File: config.mk
export PLATFORM = sky130hd
export DESIGN_NAME = spq_cell
export DESIGN_NICKNAME = d
export VERILOG_FILES = /design/src/hw/rtl/spq_pkg.sv /design/src/hw/rtl/spq_cell.sv
export SDC_FILE = /design/constraint.sdc
export NUM_CORES = 1
export LEC_CHECK = 0
export BUFFER_PORTS_ARGS = -buffer_cell sky130_fd_sc_hd__buf_2
export CELL_PAD_IN_SITES_DETAIL_PLACEMENT = 0
export CELL_PAD_IN_SITES_GLOBAL_PLACEMENT = 2
export CORE_AREA = 4 4 317 319
export DETAILED_ROUTE_END_ITERATION = 6
export DIE_AREA = 0 0 321 323
export PLACE_DENSITY_LB_ADDON = 0.1
export SLEW_MARGIN = 0
export SYNTH_ARGS = -nofsm -noshare
export SYNTH_HDL_FRONTEND = slang
export SYNTH_SLANG_ARGS = --single-unit
File: constraint.sdc
create_clock -name clk -period 18.09 [get_ports clk]
set_input_delay 2.7135 -clock clk [delete_from_list [all_inputs] [get_ports clk]]
set_output_delay 2.7135 -clock clk [all_outputs]
set_load 0.1 [all_outputs]
File: src/hw/rtl/spq_pkg.sv
// package for the two-key sorted priority queue: types, constants and helpers
`timescale 1ns / 1ps

package spq_pkg;

	localparam int CAPACITY   = 64;
	localparam int NAME_BYTES = 20;
	localparam int NAME_WORDS = 3;
	localparam int CNT_W      = $clog2(CAPACITY + 1);

	localparam logic [6:0] SCORE_MAX = 7'd100;

	// operation codes
	localparam logic OP_ENQ = 1'b0;
	localparam logic OP_DEQ = 1'b1;

	// status codes
	localparam logic [1:0] ST_OK    = 2'd0;
	localparam logic [1:0] ST_FULL  = 2'd1;
	localparam logic [1:0] ST_EMPTY = 2'd2;

	typedef struct packed {
		logic        operation;
		logic [63:0] name_word0;
		logic [63:0] name_word1;
		logic [63:0] name_word2;
		logic [6:0]  primary_score;
		logic [6:0]  secondary_score;
	} spq_req_t;

	typedef struct packed {
		logic [1:0]  status;
		logic [63:0] out_name_word0;
		logic [63:0] out_name_word1;
		logic [63:0] out_name_word2;
		logic [6:0]  out_primary_score;
		logic [6:0]  out_secondary_score;
		logic [6:0]  occupancy;
	} spq_rsp_t;

	// one queue entry as held in a cell
	typedef struct packed {
		logic [NAME_WORDS-1:0][63:0] name;
		logic [6:0]                  pri;
		logic [6:0]                  sec;
	} spq_entry_t;

	// per-cell control from the top level
	typedef struct packed {
		logic enq;
		logic deq;
		logic occ;
	} spq_ctrl_t;

	function automatic logic [6:0] sat_score(input logic [6:0] v);
		sat_score = (v > SCORE_MAX) ? SCORE_MAX : v;
	endfunction

	// bytes at or beyond NAME_BYTES are cleared
	function automatic logic [63:0] name_mask(input int w);
		logic [63:0] m;
		m = '0;
		for (int b = 0; b < 8; b++) begin
			if (w * 8 + b < NAME_BYTES) begin
				m[b*8 +: 8] = 8'hff;
			end
		end
		name_mask = m;
	endfunction

endpackage

File: src/hw/rtl/spq_cell.sv
// one cell of the sorted shift chain: holds one entry
`timescale 1ns / 1ps

module spq_cell
	import spq_pkg::*;
(
	input  logic       clk,
	input  spq_ctrl_t  ctrl,
	input  spq_entry_t new_entry,
	input  spq_entry_t prev_entry,
	input  logic       prev_lt,
	input  spq_entry_t next_entry,
	output spq_entry_t entry,
	output logic       lt
);

	spq_entry_t entry_q;

	// occupied and strictly below the new key: stays in place on insert
	assign lt = ctrl.occ && ({entry_q.pri, entry_q.sec} < {new_entry.pri, new_entry.sec});

	always_ff @(posedge clk) begin
		if (ctrl.deq) begin
			entry_q <= next_entry;
		end else if (ctrl.enq && !lt) begin
			entry_q <= prev_lt ? new_entry : prev_entry;
		end
	end

	assign entry = entry_q;

endmodule

==> metrics.txt <==
share of layout cells above drive strength 1=0.499; GRT overflow=0; row cnt=115; Pre-antenna DRT Iters=4; Initial Util=0.111; Hold WS=approximately 1.2 ns; antenna-violating nets left=0; GRT Total Usage=0.109; CP Data Arrival Time=between 4 and 5 ns; setup slack after layout=around 11 ns; global-route wire length before repair=80.0 mm; Core Area=a little under 100000 um^2; clk_lat worst skew=between 0.5 and 0.6 ns; DP HPWL=49.4 mm; max cap viols=0; Synth top cells by count=211 x nand2_1, 206 x edfxtp_1, 206 x mux2i_1, 140 x o21ai_1, 66 x o21ai_0; Slew @ Worst Pin=1.01 ns; post-synth cell types=22; GPL Wtd Cong=0.744; number of DRC markers in iteration 0=387; post-synthesis sequential element count=206; final WL=about 60 mm; P per Cell Area=between 100 and 150 nW/um^2; final net count=2385; CTS tree=built; final setup violation count=0; main area contributors after synthesis=edfxtp_1 57%, mux2i_1 19%, nand2_1 7.3%, o21ai_1 6.5%, o21ai_0 3.1%; die width=321 um; Post-synth EDFFs=a little over 200; kind of critical path=in2out; fin crit period=approximately 7.3 ns; CP Capture Type=output port; VDD IR max=between 50 and 60 uV; setup bufs post-CTS=0; Synth Instances=942; Layout area overhead=60.3%; status=complete, no violations; post-synthesis instance area=between 10000 and 15000 um^2; top-count cell post-synth=nand2_1; CP Launch Type=input pin; TNS Setup=0 ns; Final Hold Fails=0; worst slack at placement=10.74 ns; Synthesized Nets=1578; Hold WC Path Type=reg2reg; largest net degree at the start of global routing=between 100 and 150; Main synth FF type=edfxtp_1; f_max=0.137 GHz; FF-to-FF path depth=6; total CTS buffers=34; Clock transition at path regs=0.05 ns; RSZ-0062 raised after global routing=no; ys async rst share=0; sequential-to-total area share from yosys stat=0.572; WP data required=about 15 ns; post-synth top area share=0.572; die area=104000 um^2; worst-path fanout max=3; max reg flops=206; detail-routed via count per cell=3.35; CTS root buffer=clkbuf_16; YS warnings=0; Tcrit/Tclk final=0.405; post-synth top area cell=edfxtp_1; PortBufs=829; DRC viols=0; Max Buffers Root-to-Sink=3; Syn Area/Cell=11.5 um^2; Worst Skew=0.0184 ns; io pins=830; post-cts repair resize count=0; H-tree depth=2; Slew Viols, Final=0; CTS hold repair buffers=0; initial antenna violation count=32; wire per inst=19.6 um; CTS Sinks=206; vias in the first global route=11023; Hold Path Stages=5; die height=between 300 and 400 um; Slew Limit Headroom=0.324; Leak=8.12 nW; vias=10288
==> cell usage in the layout, fill, tap and decap left out, types with 6 or more instances in the layout <==
cell type  instances
a21oi_1            6
ha_1              13
o21ai_1          140
buf_2            827
buf_4             11
nand2_1          211
diode_2           13
clkbuf_1          11
clkbuf_16         37
mux2i_1          206
o21ai_0           66
edfxtp_1         206
inv_1             14
==> cell families (layout without fill, tap and decap cells) <==
kind of cell | Yosys count | in the layout | synth area share
flops | 206 | 206 | 0.572
compound gates | 217 | 217 | 0.102
mux | 206 | 206 | 0.191
other cells | 0 | 13 | 0
fa+ha+maj | 13 | 13 | 0.0150
simple gates | 217 | 217 | 0.0768
buf+inv | 83 | 911 | 0.0429
==> critical path, stage by stage <==
cell and delay (ns):
buf_2 0.13, inv_1 0.05, ha_1 0.31, a21oi_1 0.15, o221ai_1 0.32, a2111oi_1 0.42
buf_2 0.51
==> where the power goes <==
group / total (mW) / internal [mW] / switching [mW]
logic: 0.624 / 0.121 / 0.503
registers: 0.603 / 0.590 / 0.0130
clock network: 0.635 / 0.384 / 0.251
==> final cells by class <==
class                           count  area (um^2)
Multi-Input combinational cell    653         4160
Antenna cell                       13         32.5
Tap cell                         1287         1610
Sequential cell                   206         6190
Timing Repair Buffer              840         4250
Inverter                           14         52.6
Fill cell                       11119        80500
Clock inverter                      9         71.3
Clock buffer                       48          967
==> routing by layer <==
layer  wire [um]  track usage  share of wire  vias up
met5         205            0         0.0034        -
met4        1080       0.0234          0.018       32
met3        7260       0.0594           0.12       85
met2       32300        0.212           0.54      515
met1       19400       0.0975           0.32     4573
li1            -            -              -     5083
==> path summary, 6_finish.rpt <==
check,start,to,slack (ns)
setup / recovery,new_entry[5],lt,10.77
hold / removal,entry[13],entry[13],1.23
setup reg to reg,entry[5],entry[121],14.27
hold reg to reg,entry[13],entry[13],1.23
==> metrics by stage <==
stage / utilization / cell area (um^2) / std cells / power, mW
finish: 0.177 / 17300 / 3070 / 1.86
global route: 0.177 / 17300 / 3060 / 1.96
CTS: 0.177 / 17300 / 3057 / 1.92
detailed placement: 0.166 / 16300 / 3000 / 1.25
global placement: 0.166 / 16300 / 3000 / 1.25
floorplan: - / 10800 / 942 / 1.08
Power figures use the tool's default switching activity.
